**config.mk**
```make
export PLATFORM = sky130hd
export DESIGN_NAME = i2c_adc_init_and_scan_sequencer_core
export DESIGN_NICKNAME = d
export VERILOG_FILES = /design/src/hw/rtl/iass_pkg.sv /design/src/hw/rtl/i2c_adc_init_and_scan_sequencer_core.sv /design/src/hw/rtl/iass_chan_finder.sv
export SDC_FILE = /design/constraint.sdc
export NUM_CORES = 1
export LEC_CHECK = 0
export BUFFER_PORTS_ARGS = -buffer_cell sky130_fd_sc_hd__buf_2
export CAP_MARGIN = 40
export CORE_MARGIN = 3
export CORE_UTILIZATION = 51
export DETAILED_ROUTE_END_ITERATION = 10
export HOLD_SLACK_MARGIN = 0.1
export PLACE_DENSITY = 0.75
export SKIP_CTS_REPAIR_TIMING = 1
export SLEW_MARGIN = 40
export SYNTH_ARGS = -nofsm -noshare
export SYNTH_HDL_FRONTEND = slang
export SYNTH_SLANG_ARGS = --single-unit
```
**constraint.sdc**
```tcl
create_clock -name clock -period 3.65 [get_ports clock]
set_input_delay 0.365 -clock clock [delete_from_list [all_inputs] [get_ports clock]]
set_output_delay 0.365 -clock clock [all_outputs]
set_load 0.03 [all_outputs]
```
**src/hw/rtl/iass_pkg.sv**
```systemverilog
// Shared types and constants for the I2C ADC init and scan sequencer.
// No dependencies; every other file of the block imports this package.
package iass_pkg;

   localparam int CHANNEL_COUNT = 8;
   localparam int SAMPLE_WIDTH  = 12;
   localparam int SAMPLE_SHIFT  = 16 - SAMPLE_WIDTH;
   localparam int CH_W          = 4;   // channel index that can also hold CHANNEL_COUNT

   // event kinds
   localparam logic [1:0] KIND_START = 2'd0;
   localparam logic [1:0] KIND_TICK  = 2'd1;
   localparam logic [1:0] KIND_DONE  = 2'd2;
   localparam logic [1:0] KIND_FAIL  = 2'd3;

   // register file indexes
   localparam logic [1:0] CSR_MASK     = 2'd0;
   localparam logic [1:0] CSR_TEMP_EN  = 2'd1;
   localparam logic [1:0] CSR_EXT_REF  = 2'd2;
   localparam logic [1:0] CSR_DEV_ADDR = 2'd3;

   // status codes
   localparam logic [2:0] ST_NONE        = 3'd0;
   localparam logic [2:0] ST_BAD_MAKER   = 3'd1;
   localparam logic [2:0] ST_BAD_REV     = 3'd2;
   localparam logic [2:0] ST_INIT_FAIL   = 3'd3;
   localparam logic [2:0] ST_READ_FAIL   = 3'd4;
   localparam logic [2:0] ST_OVERRUN     = 3'd5;
   localparam logic [2:0] ST_SCAN_DONE   = 3'd6;
   localparam logic [2:0] ST_INITIALIZED = 3'd7;

   // converter register map
   localparam logic [7:0] REG_MAKER     = 8'h3E;
   localparam logic [7:0] REG_REVISION  = 8'h3F;
   localparam logic [7:0] REG_BUSY      = 8'h0C;
   localparam logic [7:0] REG_ADVANCED  = 8'h0B;
   localparam logic [7:0] REG_RATE      = 8'h07;
   localparam logic [7:0] REG_DISABLE   = 8'h08;
   localparam logic [7:0] REG_INT_MASK  = 8'h03;
   localparam logic [7:0] REG_CONFIG    = 8'h00;
   localparam logic [7:0] REG_DATA_BASE = 8'h20;

   localparam logic [7:0] MAKER_ID     = 8'd1;
   localparam logic [7:0] REVISION_ID  = 8'd9;
   localparam logic [7:0] BUSY_BIT     = 8'b0000_0010;
   localparam logic [7:0] INT_MASK_ALL = 8'hFF;

   typedef struct packed {
      logic [1:0] kind;
      logic [7:0] rx_high;
      logic [7:0] rx_low;
   } req_type;

   typedef struct packed {
      logic        request_valid;
      logic [6:0]  bus_address;
      logic [7:0]  register_address;
      logic [7:0]  write_value;
      logic [1:0]  send_count;
      logic [1:0]  receive_count;
      logic        sample_valid;
      logic [2:0]  sample_channel;
      logic [11:0] sample_value;
      logic [2:0]  status;
   } rsp_type;

   // result of one channel search
   typedef struct packed {
      logic            done;
      logic            found;
      logic [CH_W-1:0] chan;
   } fnd_type;

endpackage

```
**src/hw/rtl/i2c_adc_init_and_scan_sequencer_core.sv**
```systemverilog
// Sequencer for an eight-channel I2C converter: init chain and channel scans.
// Depends on iass_pkg and iass_chan_finder.
//
// Usage: events (start, poll tick, transfer done, transfer failed) arrive as
// beats on the req_ channel; each event yields exactly one rsp_ beat holding
// an optional bus transaction request, an optional channel sample and a
// status code. The user must write the csr_ port registers (channel mask,
// temperature enable, external reference, device address) only while the
// block is idle; the block itself does not enforce it. Most events give their
// result beat in the cycle after acceptance. An event that must pick the next
// monitored channel runs the channel search unit, which tests one channel per
// cycle, before its result beat is registered.
// Flow control: one event at a time; req_stall is high from acceptance until
// the result beat is taken, so no new event is taken before that beat.
// A stalled result beat holds its value and keeps the input stalled.
// Reset (synchronous, active high) returns to the idle phase with no scan
// running and the registers at their defaults; no clearing pass is needed.
module i2c_adc_init_and_scan_sequencer_core (
   input  logic              clock,
   input  logic              reset,
   input  logic              req_valid,
   output logic              req_stall,
   input  iass_pkg::req_type req_data,
   output logic              rsp_valid,
   input  logic              rsp_stall,
   output iass_pkg::rsp_type rsp_data,
   input  logic              csr_write_en,
   input  logic [1:0]        csr_index,
   input  logic [7:0]        csr_wdata
);
   import iass_pkg::*;

   typedef enum logic [1:0] {
      S_IDLE,
      S_SEARCH,
      S_OUT
   } state_type;

   typedef enum logic [3:0] {
      PH_IDLE, PH_MAKER, PH_REVISION, PH_BUSY, PH_ADVANCED, PH_RATE,
      PH_DISABLE, PH_INT_MASK, PH_CONFIG, PH_RUNNING, PH_FAILED
   } phase_type;

   state_type       state_ff, state_in;
   phase_type       phase_ff, phase_in;
   logic [CH_W-1:0] scan_ch_ff, scan_ch_in;
   logic            scan_busy_ff, scan_busy_in;
   logic            init_done_ff, init_done_in;
   rsp_type         res_ff, res_in;

   logic [7:0] mask_ff, mask_in;
   logic       temp_en_ff, temp_en_in;
   logic       ext_ref_ff, ext_ref_in;
   logic [6:0] dev_addr_ff, dev_addr_in;

   logic            fnd_start;
   logic [CH_W-1:0] fnd_from;
   fnd_type         fnd;
   logic            accept;
   logic [15:0]     raw;

   function automatic rsp_type put_request(input rsp_type r, input logic [6:0] dev,
                                           input logic [7:0] reg_addr,
                                           input logic [7:0] val,
                                           input logic [1:0] nsend,
                                           input logic [1:0] nrecv);
      rsp_type o;
      o                  = r;
      o.request_valid    = 1'b1;
      o.bus_address      = dev;
      o.register_address = reg_addr;
      o.write_value      = val;
      o.send_count       = nsend;
      o.receive_count    = nrecv;
      return o;
   endfunction

   iass_chan_finder u_finder (
      .clock  (clock),
      .reset  (reset),
      .start  (fnd_start),
      .from   (fnd_from),
      .mask   (mask_ff),
      .result (fnd)
   );

   assign accept    = req_valid && (state_ff == S_IDLE);
   assign req_stall = (state_ff != S_IDLE);
   assign rsp_valid = (state_ff == S_OUT);
   assign rsp_data  = res_ff;
   assign raw       = {req_data.rx_high, req_data.rx_low};

   always_comb begin
      state_in     = state_ff;
      phase_in     = phase_ff;
      scan_ch_in   = scan_ch_ff;
      scan_busy_in = scan_busy_ff;
      init_done_in = init_done_ff;
      res_in       = res_ff;
      mask_in      = mask_ff;
      temp_en_in   = temp_en_ff;
      ext_ref_in   = ext_ref_ff;
      dev_addr_in  = dev_addr_ff;
      fnd_start    = 1'b0;
      fnd_from     = '0;

      if (csr_write_en) begin
         unique case (csr_index)
            CSR_MASK:     mask_in     = csr_wdata;
            CSR_TEMP_EN:  temp_en_in  = csr_wdata[0];
            CSR_EXT_REF:  ext_ref_in  = csr_wdata[0];
            CSR_DEV_ADDR: dev_addr_in = csr_wdata[6:0];
            default:      ;
         endcase
      end

      unique case (state_ff)
         S_IDLE: begin
            if (accept) begin
               res_in   = '0;
               state_in = S_OUT;
               unique case (req_data.kind)
                  KIND_START: begin
                     if (phase_ff == PH_IDLE || phase_ff == PH_FAILED) begin
                        init_done_in = 1'b0;
                        scan_busy_in = 1'b0;
                        scan_ch_in   = '0;
                        phase_in     = PH_MAKER;
                        res_in = put_request('0, dev_addr_ff, REG_MAKER, 8'd0, 2'd1, 2'd1);
                     end
                  end
                  KIND_TICK: begin
                     if (phase_ff == PH_RUNNING) begin
                        if (scan_busy_ff) begin
                           res_in.status = ST_OVERRUN;
                        end else begin
                           scan_busy_in = 1'b1;
                           fnd_start    = 1'b1;
                           fnd_from     = '0;
                           state_in     = S_SEARCH;
                        end
                     end
                  end
                  KIND_DONE: begin
                     unique case (phase_ff)
                        PH_MAKER: begin
                           if (req_data.rx_high != MAKER_ID) begin
                              res_in.status = ST_BAD_MAKER;
                              phase_in      = PH_FAILED;
                           end else begin
                              phase_in = PH_REVISION;
                              res_in = put_request('0, dev_addr_ff, REG_REVISION, 8'd0,
                                                   2'd1, 2'd1);
                           end
                        end
                        PH_REVISION: begin
                           if (req_data.rx_high != REVISION_ID) begin
                              res_in.status = ST_BAD_REV;
                              phase_in      = PH_FAILED;
                           end else begin
                              phase_in = PH_BUSY;
                              res_in = put_request('0, dev_addr_ff, REG_BUSY, 8'd0,
                                                   2'd1, 2'd1);
                           end
                        end
                        PH_BUSY: begin
                           if ((req_data.rx_high & BUSY_BIT) != 8'd0) begin
                              // still busy: poll again
                              res_in = put_request('0, dev_addr_ff, REG_BUSY, 8'd0,
                                                   2'd1, 2'd1);
                           end else begin
                              phase_in = PH_ADVANCED;
                              res_in = put_request('0, dev_addr_ff, REG_ADVANCED,
                                                   {6'd0, !temp_en_ff, ext_ref_ff},
                                                   2'd2, 2'd0);
                           end
                        end
                        PH_ADVANCED: begin
                           phase_in = PH_RATE;
                           res_in = put_request('0, dev_addr_ff, REG_RATE, 8'd1, 2'd2, 2'd0);
                        end
                        PH_RATE: begin
                           phase_in = PH_DISABLE;
                           res_in = put_request('0, dev_addr_ff, REG_DISABLE, ~mask_ff,
                                                2'd2, 2'd0);
                        end
                        PH_DISABLE: begin
                           phase_in = PH_INT_MASK;
                           res_in = put_request('0, dev_addr_ff, REG_INT_MASK, INT_MASK_ALL,
                                                2'd2, 2'd0);
                        end
                        PH_INT_MASK: begin
                           phase_in = PH_CONFIG;
                           res_in = put_request('0, dev_addr_ff, REG_CONFIG, 8'd1,
                                                2'd2, 2'd0);
                        end
                        PH_CONFIG: begin
                           phase_in = PH_RUNNING;
                        end
                        PH_RUNNING: begin
                           if (scan_busy_ff) begin
                              res_in.sample_valid   = 1'b1;
                              res_in.sample_channel = scan_ch_ff[2:0];
                              res_in.sample_value   = 12'(raw >> SAMPLE_SHIFT);
                              fnd_start = 1'b1;
                              fnd_from  = scan_ch_ff + 1'b1;
                              state_in  = S_SEARCH;
                           end
                        end
                        default: ;
                     endcase
                  end
                  KIND_FAIL: begin
                     if (phase_ff >= PH_MAKER && phase_ff <= PH_CONFIG) begin
                        res_in.status = ST_INIT_FAIL;
                        phase_in      = PH_FAILED;
                     end else if (phase_ff == PH_RUNNING && scan_busy_ff) begin
                        scan_busy_in = 1'b0;
                        if (!init_done_ff) begin
                           res_in.status = ST_INIT_FAIL;
                           phase_in      = PH_FAILED;
                        end else begin
                           res_in.status = ST_READ_FAIL;
                        end
                     end
                  end
                  default: ;
               endcase
            end
         end
         S_SEARCH: begin
            if (fnd.done) begin
               scan_ch_in = fnd.chan;
               state_in   = S_OUT;
               if (fnd.found) begin
                  res_in = put_request(res_ff, dev_addr_ff,
                                       REG_DATA_BASE + 8'(fnd.chan), 8'd0, 2'd1, 2'd2);
               end else begin
                  // no channel left: end the scan
                  scan_busy_in = 1'b0;
                  if (!init_done_ff) begin
                     init_done_in  = 1'b1;
                     res_in.status = ST_INITIALIZED;
                  end else begin
                     res_in.status = ST_SCAN_DONE;
                  end
               end
            end
         end
         S_OUT: begin
            if (!rsp_stall) begin
               state_in = S_IDLE;
            end
         end
         default: state_in = S_IDLE;
      endcase
   end

   always_ff @(posedge clock) begin
      if (reset) begin
         state_ff     <= S_IDLE;
         phase_ff     <= PH_IDLE;
         scan_ch_ff   <= '0;
         scan_busy_ff <= 1'b0;
         init_done_ff <= 1'b0;
         mask_ff      <= 8'hFF;
         temp_en_ff   <= 1'b0;
         ext_ref_ff   <= 1'b0;
         dev_addr_ff  <= 7'd29;
      end else begin
         state_ff     <= state_in;
         phase_ff     <= phase_in;
         scan_ch_ff   <= scan_ch_in;
         scan_busy_ff <= scan_busy_in;
         init_done_ff <= init_done_in;
         mask_ff      <= mask_in;
         temp_en_ff   <= temp_en_in;
         ext_ref_ff   <= ext_ref_in;
         dev_addr_ff  <= dev_addr_in;
      end
      res_ff <= res_in;
   end

endmodule

```
**src/hw/rtl/iass_chan_finder.sv**
```systemverilog
// Channel search unit: steps one channel per cycle from a start index
// to the next monitored channel. Depends on iass_pkg.
module iass_chan_finder (
   input  logic                     clock,
   input  logic                     reset,
   input  logic                     start,
   input  logic [iass_pkg::CH_W-1:0] from,
   input  logic [7:0]               mask,
   output iass_pkg::fnd_type        result
);
   import iass_pkg::*;

   logic            busy_ff, busy_in;
   logic [CH_W-1:0] cur_ff, cur_in;
   logic            past_end;
   logic            hit;

   assign past_end = (cur_ff >= CH_W'(CHANNEL_COUNT));
   assign hit      = !past_end && mask[cur_ff[2:0]];

   always_comb begin
      busy_in = busy_ff;
      cur_in  = cur_ff;
      result  = '0;
      if (start) begin
         busy_in = 1'b1;
         cur_in  = from;
      end else if (busy_ff) begin
         if (past_end || hit) begin
            busy_in      = 1'b0;
            result.done  = 1'b1;
            result.found = hit;
            result.chan  = past_end ? CH_W'(CHANNEL_COUNT) : cur_ff;
         end else begin
            cur_in = cur_ff + 1'b1;   // advance to the next channel
         end
      end
   end

   always_ff @(posedge clock) begin
      if (reset) begin
         busy_ff <= 1'b0;
         cur_ff  <= '0;
      end else begin
         busy_ff <= busy_in;
         cur_ff  <= cur_in;
      end
   end

endmodule

```
==> results.toml, run 1 <==
[sta]
fin_crit_sh = 0.6746
setup_viol = 0
finalWorstSetupSlack_ns = 1.188
drv_slew = 0
hold_slack_ns = 0.2115
worst_slew_pin_slew_ns = 0.7813
fmax_ghz = 0.4061
finalHoldViolations = 0
max_slew_margin = 0.4744
clock_skew_ns = 0.009144
fin_crit_ns = 2.462
rsz0062_at_grt = "false"
tns_ns = 0

[setup_path]
critPathLaunchType = "flip-flop"
setup.worst_path.class = "flip-flop to flip-flop"
worstRegToRegCells = 4
cp_max_fo = 19
endpoint_kind = "flip-flop"
cp.arrival_ns = 2.67
regToRegSetupSlack_ns = 1.19
crit_required_ns = 3.86
r2r-start = "phase_ff[0]"
r2r-end = "rsp_data[32]"

[final_layout]
final_common_cell = "buf_2"
antenna_cells = 0
syn_to_final_growth_pct = 14.30
drive_gt1_frac = 0.2280
layout.nets = 513
layout_common_cells = "buf_2 (75), nand2_1 (51), edfxtp_1 (45), nor2_1 (34), dfxtp_1 (34)"

[synthesis]
synth_top_area_cell = "edfxtp_1"
ys_top_cells_by_area = "edfxtp_1 (33%), dfxtp_1 (17%), nand2_1 (4.7%)"
syn-cell-area_sq_um = 4076
ys_types = 73
yosys_warnings = 0
ys_seq_area_frac = 0.4985
synth-seq-cells = 79
avgSynthCellArea_sq_um = 9.942
async_reset_ff_frac = 0
synth_top_cell_area_share = 0.3315
syn_inst = 410
synth_edf_count = 45
ys.flop_type = "edfxtp_1"

[route]
via_per_inst = 5.749
drtAntennaViolNets = 0
wl_per_cell_microns = 15.96
drc = 0
wl_mm = 9.211
route.vias.total = 3317
drtPass1Iterations = 6
drt_iter0_drc = 212

[min_path]
whs_path_depth = 2
hp-start = "rsp_stall"
hp-class = "primary input to flip-flop"
hold_end = "state_ff[0]"

[cts]
cts_tree = "yes"
clock_tree.root_cell = "clkbuf_8"
numCtsBuffers = 9
htreeDepth = 3
cts.reportedPaths.clkPinSlew_ns = 0.09
cts.path.max_buffers = 2
clk_latency_ns = 0.36
clock_sinks = 79

[power_and_ir_drop]
total_power_mw = 2.033
leakagePower_nw = 1.826
vdd_drop_max_uv = 236.4
powerDensity_nw_per_um2 = 436.3

[floorplanning]
io_pins = 82
start_util = 0.5445
die_x_microns = 95.41
coreArea_sq_um = 7486
die_y_microns = 95.41
die-area_sq_um = 9102
fp-row-count = 31

[global_route]
antenna_found_initial = 0
gr-total-overflow = 0
grtUsageTotal = 0.2046
grt_start_max_net_pins = 27
grt_pass1_wl_mm = 14.39
grt_pass1_vias = 2949

[placement]
dpl.hpwl_mm = 6.592
port_buffers = 75
place_congestion = 0.8963
dp_slack_ns = 1.100

[job]
drv_cap = 0

[run_status]
status = "finished, final reports clean"
## worst max-delay path, cell delays in order, from the launching register on
cell and delay, ns:
dfxtp_1 0.73, inv_1 0.31, nor4_1 0.75, o21ai_0 0.36
nand4_1 0.18
## area by class of cell
class / instances / area (sq um)
Sequential cell: 79 / 2032
Multi-Input combinational cell: 291 / 1853
Clock buffer: 9 / 123.9
Inverter: 15 / 56.30
Fill cell: 635 / 2826
Tap cell: 99 / 123.9
Timing Repair Buffer: 77 / 390.4
Clock inverter: 7 / 80.08
## registers in the layout (all words and copies together), names as in the netlist
register and count:
u_finder.busy_ff 1, phase_ff 4, u_finder.cur_ff 4, temp_en_ff 1, state_ff 2, ext_ref_ff 1, scan_ch_ff 4, mask_ff 8
dev_addr_ff 7, init_done_ff 1, scan_busy_ff 1, rsp_data 45
## cells by family after synthesis
logic type | Yosys count | synth area share
simple gates | 178 | 0.2314
compound gates | 85 | 0.1529
flops | 79 | 0.4985
buf+inv | 41 | 0.04850
mux | 16 | 0.03990
fa+ha+maj | 7 | 0.02148
xor+xnor | 3 | 0.006447
other cells | 1 | 0.0009199
## metrics by stage
stage,util,cells,instance area (sq um)
2_1_floorplan,-,411,4080
3_3_place_gp,0.5949,561,4453
3_5_place_dp,0.5949,561,4453
4_1_cts,0.6221,577,4657
5_1_grt,0.6224,577,4659
6_report,0.6224,577,4659
## worst max path at each step
stage / startpoint / endpoint / slack, ns / depth (start not counted)
2_1_floorplan: u_finder.cur_ff[1] / rsp_data[19] / 1.48 / 6
3_3_place_gp: req_data[16] / rsp_data[12] / 1.20 / 7
3_5_place_dp: req_data[16] / rsp_data[6] / 1.10 / 7
4_1_cts: phase_ff[0] / rsp_data[32] / 1.29 / 4
5_1_grt: phase_ff[0] / rsp_data[32] / 1.05 / 4
6_report: phase_ff[0] / rsp_data[32] / 1.19 / 4
## metal layers
| layer | vias up | part of all wire | track usage |
|---|---|---|---|
| li1 | 1615 | - | - |
| met1 | 1559 | 0.44 | 0.2808 |
| met2 | 120 | 0.48 | 0.3312 |
| met3 | 23 | 0.063 | 0.03078 |
| met4 | 0 | 0.019 | 0.07109 |
| met5 | - | 0 | 0 |
## power breakdown
part | switching, mW | leakage [nW] | internal, mW
clock network | 0.348 | 0.102 | 0.325
logic | 0.227 | 0.995 | 0.103
registers | 0.0333 | 0.729 | 0.997
## cells in the mapped netlist, types with 7 or more instances
cell type and instances:
clkbuf_1 7, nand2_1 51, mux2i_1 14, o21ai_0 9
ha_1 7, dfxtp_1 34, nor2_1 35, nand3_1 16
buf_2 8, a21oi_1 16, edfxtp_1 45, inv_1 14
and2_1 26
Note: power is estimated with default switching activity, not from simulation.
==> run 2, diff against run 1 <==
--- a/config.mk
+++ b/config.mk
@@ -5,13 +5,14 @@
 export SDC_FILE = /design/constraint.sdc
 export NUM_CORES = 1
 export LEC_CHECK = 0
+export ABC_AREA = 1
 export BUFFER_PORTS_ARGS = -buffer_cell sky130_fd_sc_hd__buf_2
 export CAP_MARGIN = 40
 export CORE_MARGIN = 3
-export CORE_UTILIZATION = 51
+export CORE_UTILIZATION = 49
 export DETAILED_ROUTE_END_ITERATION = 10
 export HOLD_SLACK_MARGIN = 0.1
-export PLACE_DENSITY = 0.75
+export PLACE_DENSITY = 0.76
 export SKIP_CTS_REPAIR_TIMING = 1
 export SLEW_MARGIN = 40
 export SYNTH_ARGS = -nofsm -noshare
==> constraint.sdc (replaced) <==
create_clock -name clock -period 2.25 [get_ports clock]
set_input_delay 0.225 -clock clock [delete_from_list [all_inputs] [get_ports clock]]
set_output_delay 0.225 -clock clock [all_outputs]
set_load 0.03 [all_outputs]
==> run 2 against run 1 <==
Effect of this change:
- cell count grew 15%
- sequential share of layout area up 0.44 points
- routed wire length fell by 2.9%
- synthesized cell count increased by 15%
- largest cell class unchanged
- critical path depth rose by 7
==> results.toml, run 2 <==
[sta]
tns_ns = 0
drv_slew = 0
worst_slew_pin_slew_ns = 0.7349
clock_skew_ns = 0.01244
fin_crit_ns = 1.958
max_slew_margin = 0.5095
fin_crit_sh = 0.8703
finalHoldViolations = 0
fmax_ghz = 0.5107
setup_viol = 0
rsz0062_at_grt = "false"
finalWorstSetupSlack_ns = 0.2918
hold_slack_ns = 0.08338

[global_route]
grt_pass1_vias = 3082
gr-total-overflow = 0
antenna_found_initial = 0
grt_start_max_net_pins = 27
grt_pass1_wl_mm = 14.35
grtUsageTotal = 0.2090

[setup_path]
cpPeakStageDelay_ns = 0.50
cp_max_fo = 9
setup.worst_path.class = "flip-flop to flip-flop"
crit_top_cell = "nand2_1"
cp.arrival_ns = 2.03
slowest_stage = "dfxtp_1"
endpoint_kind = "flip-flop"
critPathLaunchType = "flip-flop"
crit_family = "simple AND/OR/NAND/NOR gates"
crit_required_ns = 2.33
critPathBufInv = 3
worstPathCellList = "inv_1 -> nand2_1 -> nand3_1 -> nand2_1 -> nand2_1 -> nand3_1 -> nand2_1 -> nand2_2 -> inv_1 -> nor3_1 -> buf_4"

[synthesis]
synth_common_cells = "nand2_1 (102), inv_1 (70), nor2_1 (60)"
ys.flop_type = "edfxtp_1"
ys_seq_area_frac = 0.5242
synth.most_common_cell = "nand2_1"
ys_top_cells_by_area = "edfxtp_1 (35%), dfxtp_1 (18%), nand2_1 (9.9%)"
synth_top_area_cell = "edfxtp_1"
async_reset_ff_frac = 0
syn_inst = 473
ys_types = 37
synth_edf_count = 45
synth_top_cell_area_share = 0.3486
syn-cell-area_sq_um = 3876
synth-seq-cells = 79
avgSynthCellArea_sq_um = 8.195
yosys_warnings = 0

[final_layout]
final_common_cell = "nand2_1"
antenna_cells = 0
drive_gt1_frac = 0.2117
layout.nets = 597
largest_reg_flops = 45
final_util = 0.6195
stdcell_area_sq_um = 4613
syn_to_final_growth_pct = 19.01
final_cells = 661
layout_common_cells = "nand2_1 (102), buf_2 (75), inv_1 (70), nor2_1 (60), edfxtp_1 (45)"

[placement]
dp_slack_ns = 0.1372
dpl-instance-area_sq_um = 4389
placed_cells = 645
place_congestion = 0.9347
dpl.hpwl_mm = 6.778
port_buffers = 75

[cts]
numCtsBuffers = 9
clk_latency_ns = 0.36
clock_sinks = 79
cts.reportedPaths.clkPinSlew_ns = 0.09
cts_tree = "yes"
clock_tree.root_cell = "clkbuf_8"
cts.path.max_buffers = 2
htreeDepth = 3

[power_and_ir_drop]
leakagePower_nw = 2.190
total_power_mw = 3.462
vdd_drop_max_uv = 366.6
powerDensity_nw_per_um2 = 750.5

[route]
drc = 0
wl_per_cell_microns = 13.53
wl_mm = 8.941
route.vias.total = 3333
via_per_inst = 5.042
drt_iter0_drc = 204
drtPass1Iterations = 5
drtAntennaViolNets = 0

[floorplanning]
coreArea_sq_um = 7447
die_x_microns = 94.94
start_util = 0.5205
fp-row-count = 31
io_pins = 82
die-area_sq_um = 9014
die_y_microns = 94.94

[min_path]
hp-class = "primary input to flip-flop"

[job]
drv_cap = 0

[run_status]
status = "finished, final reports clean"
run 2: cell families after synthesis:
logic type | after synthesis | synth area share
buffers and inverters | 84 | 0.08586
AOI/OAI and AO/OA | 71 | 0.1055
adders and majority gates | 7 | 0.02259
DFF | 79 | 0.5242
other | 1 | 0.0009674
and+or+nand+nor | 227 | 0.2518
xor gates and xnor gates | 4 | 0.009040
run 2: final cells by class:
class / instances / area, sq um
inverters: 75 / 281.5
flip-flops and latches: 79 / 2032
clock buffers: 11 / 173.9
multi-input cells: 311 / 1519
fillers: 688 / 2834
well taps: 99 / 123.9
repair buffers: 81 / 432.9
clock inverters: 5 / 50.05
run 2: metal layers:
layer,vias up,global-route usage,share of wire
li1,1711,-,-
met5,-,0,0
met4,0,0.07332,0.018
met2,93,0.3412,0.47
met3,12,0.04462,0.053
met1,1517,0.2747,0.46
run 2: worst register-to-register path: cells and delay by family (launching register included):
kind	cells	cell delay, ns
AND/OR/NAND/NOR	8	0.77
buffers and inverters	3	0.41
flip-flops	1	0.50
run 2: report_power, final:
group / total [mW] / leakage (nW) / internal (mW) / switching, mW
Clock: 1.14 / 0.112 / 0.562 / 0.583
Combinational: 0.642 / 1.35 / 0.188 / 0.454
Sequential: 1.67 / 0.729 / 1.63 / 0.0412
Total: 3.46 / 2.19 / 2.38 / 1.08
run 2: worst paths after layout:
kind	startpoint	end	slack [ns]	cells after the start
max	u_finder.cur_ff[0]	rsp_data[1]	0.29	11
min	csr_wdata[7]	mask_ff[7]	0.08	3
max reg2reg	u_finder.cur_ff[0]	rsp_data[1]	0.29	11
min reg2reg	dev_addr_ff[4]	dev_addr_ff[4]	0.46	2
==> run 3, diff against run 2 <==
--- a/config.mk
+++ b/config.mk
@@ -8,8 +8,11 @@
 export ABC_AREA = 1
 export BUFFER_PORTS_ARGS = -buffer_cell sky130_fd_sc_hd__buf_2
 export CAP_MARGIN = 40
+export CELL_PAD_IN_SITES_DETAIL_PLACEMENT = 0
+export CELL_PAD_IN_SITES_GLOBAL_PLACEMENT = 1
 export CORE_MARGIN = 3
-export CORE_UTILIZATION = 49
+export CORE_UTILIZATION = 36
+export CTS_CLUSTER_DIAMETER = 200
 export DETAILED_ROUTE_END_ITERATION = 10
 export HOLD_SLACK_MARGIN = 0.1
 export PLACE_DENSITY = 0.76
==> run 3 against run 2 <==
Effect of this change:
- routed wire length increased by 4.9%
- global-route usage is 4.7 points lower
- largest power group unchanged
- final area rose by 0.65%
- clock power shrank 9.6%
- first-iteration DRC count fell by 14%
- critical path type unchanged
- count of clock-buffer cells in the layout unchanged
==> results.toml, run 3 (same netlist as run 2, synthesis figures left out) <==
[setup_path]
crit_required_ns = 2.33
critPathLaunchType = "flip-flop"
cp.arrival_ns = 2.08
endpoint_kind = "flip-flop"
setup.worst_path.class = "flip-flop to flip-flop"
cp_max_fo = 9

[global_route]
grt_pass1_wl_mm = 14.90
gr-total-overflow = 0
grtUsageTotal = 0.1619
grt_start_max_net_pins = 27
grt_pass1_vias = 3072
antenna_found_initial = 0

[final_layout]
syn_to_final_growth_pct = 19.79
final_util = 0.4458
drive_gt1_frac = 0.2128
final_cells = 700
ff_latch_area_sq_um = 2032
layout.nets = 599
largest_reg_flops = 45
final_common_cell = "nand2_1"
nFillCells = 1063
stdcell_area_sq_um = 4643
multi_input_area_sq_um = 1519
layout_common_cells = "nand2_1 (102), buf_2 (75), inv_1 (70), nor2_1 (60), edfxtp_1 (45)"
antenna_cells = 0

[placement]
dpl-instance-area_sq_um = 4451
dpl.hpwl_mm = 7.267
place_congestion = 0.8705
placed_cells = 684
port_buffers = 75

[floorplanning]
die-area_sq_um = 12050
coreArea_sq_um = 10420
die_x_microns = 109.8
fp-row-count = 37
start_util = 0.3721
die_y_microns = 109.8
io_pins = 82

[cts]
cts_tree = "yes"
numCtsBuffers = 9
clock_tree.root_cell = "clkbuf_8"
cts.reportedPaths.clkPinSlew_ns = 0.08
cts.path.max_buffers = 2
clk_latency_ns = 0.36
clock_sinks = 79
htreeDepth = 3

[route]
wl_per_cell_microns = 13.40
route.vias.total = 3302
drc = 0
drtAntennaViolNets = 0
drt_iter0_drc = 176
drtPass1Iterations = 5
via_per_inst = 4.717
wl_mm = 9.377

[power_and_ir_drop]
powerDensity_nw_per_um2 = 720.1
vdd_drop_max_uv = 279.0
leakagePower_nw = 2.175

[min_path]
hp-class = "primary input to flip-flop"

[sta]
fin_crit_sh = 0.8876
drv_slew = 0
fin_crit_ns = 1.997
tns_ns = 0
finalHoldViolations = 0
setup_viol = 0
fmax_ghz = 0.5007
clock_skew_ns = 0.01031
rsz0062_at_grt = "false"

[job]
drv_cap = 0

[run_status]
status = "finished, final reports clean"
run 3: cell count changes in the layout (fill, tap and decap cells not counted), sizes merged:
cell      previous run  this run
buf                 81        83
clkinv               1         2
inv                 78        75
clkinvlp             1         3
run 3: metal layers:
layer	vias to the layer above	track usage	part of all wire
li1	1716	-	-
met1	1505	0.2137	0.48
met3	10	0.02760	0.043
met4	0	0.06055	0.015
met2	71	0.2659	0.46
met5	-	0	0
run 3: area by class of cell:
type / count / area share
clock inverters: 5 / 0.008623
repair buffers: 83 / 0.09647
well taps: 136 / 0.03665
inverters: 75 / 0.06063
multi-input cells: 311 / 0.3271
clock buffers: 11 / 0.03288
flip-flops and latches: 79 / 0.4376
run 3: path summary, 6_finish.rpt:
kind / start / to / slack, ns / cells after the start
hold reg to reg: ext_ref_ff / ext_ref_ff / 0.45 / 2
setup reg to reg: u_finder.cur_ff[0] / rsp_data[2] / 0.25 / 11
hold / removal: csr_wdata[7] / mask_ff[7] / 0.1 / 3
setup / recovery: u_finder.cur_ff[0] / rsp_data[2] / 0.25 / 11
run 3: worst max-delay path, cell delays in order (launching register included):
cell and delay (ns):
dfxtp_1 0.49, inv_1 0.18, nand2_1 0.10, nand3_1 0.07, nand2_1 0.08, nand2_1 0.09
nand3_1 0.11, nand2_1 0.07, nand2_2 0.11, inv_1 0.07, nor3_1 0.18, buf_4 0.17
run 3: through the flow:
stage | hold WS, ns | setup slack (ns) | power (mW)
final | 0.09841 | 0.2529 | 3.344
after global routing | 0.1099 | 0.07058 | 3.514
after CTS | 0.09368 | 0.2542 | 3.365
after detailed placement | 0.4383 | 0.1045 | 2.354
after global placement | 0.4361 | 0.1147 | 2.347
after floorplan | 0.3513 | 0.04424 | 2.156
run 3: report_power, final:
part	switching, mW	internal, mW	leakage [nW]
Sequential	0.0400	1.63	0.729
Clock	0.552	0.474	0.0873
Combinational	0.454	0.190	1.36
Total	1.05	2.30	2.18
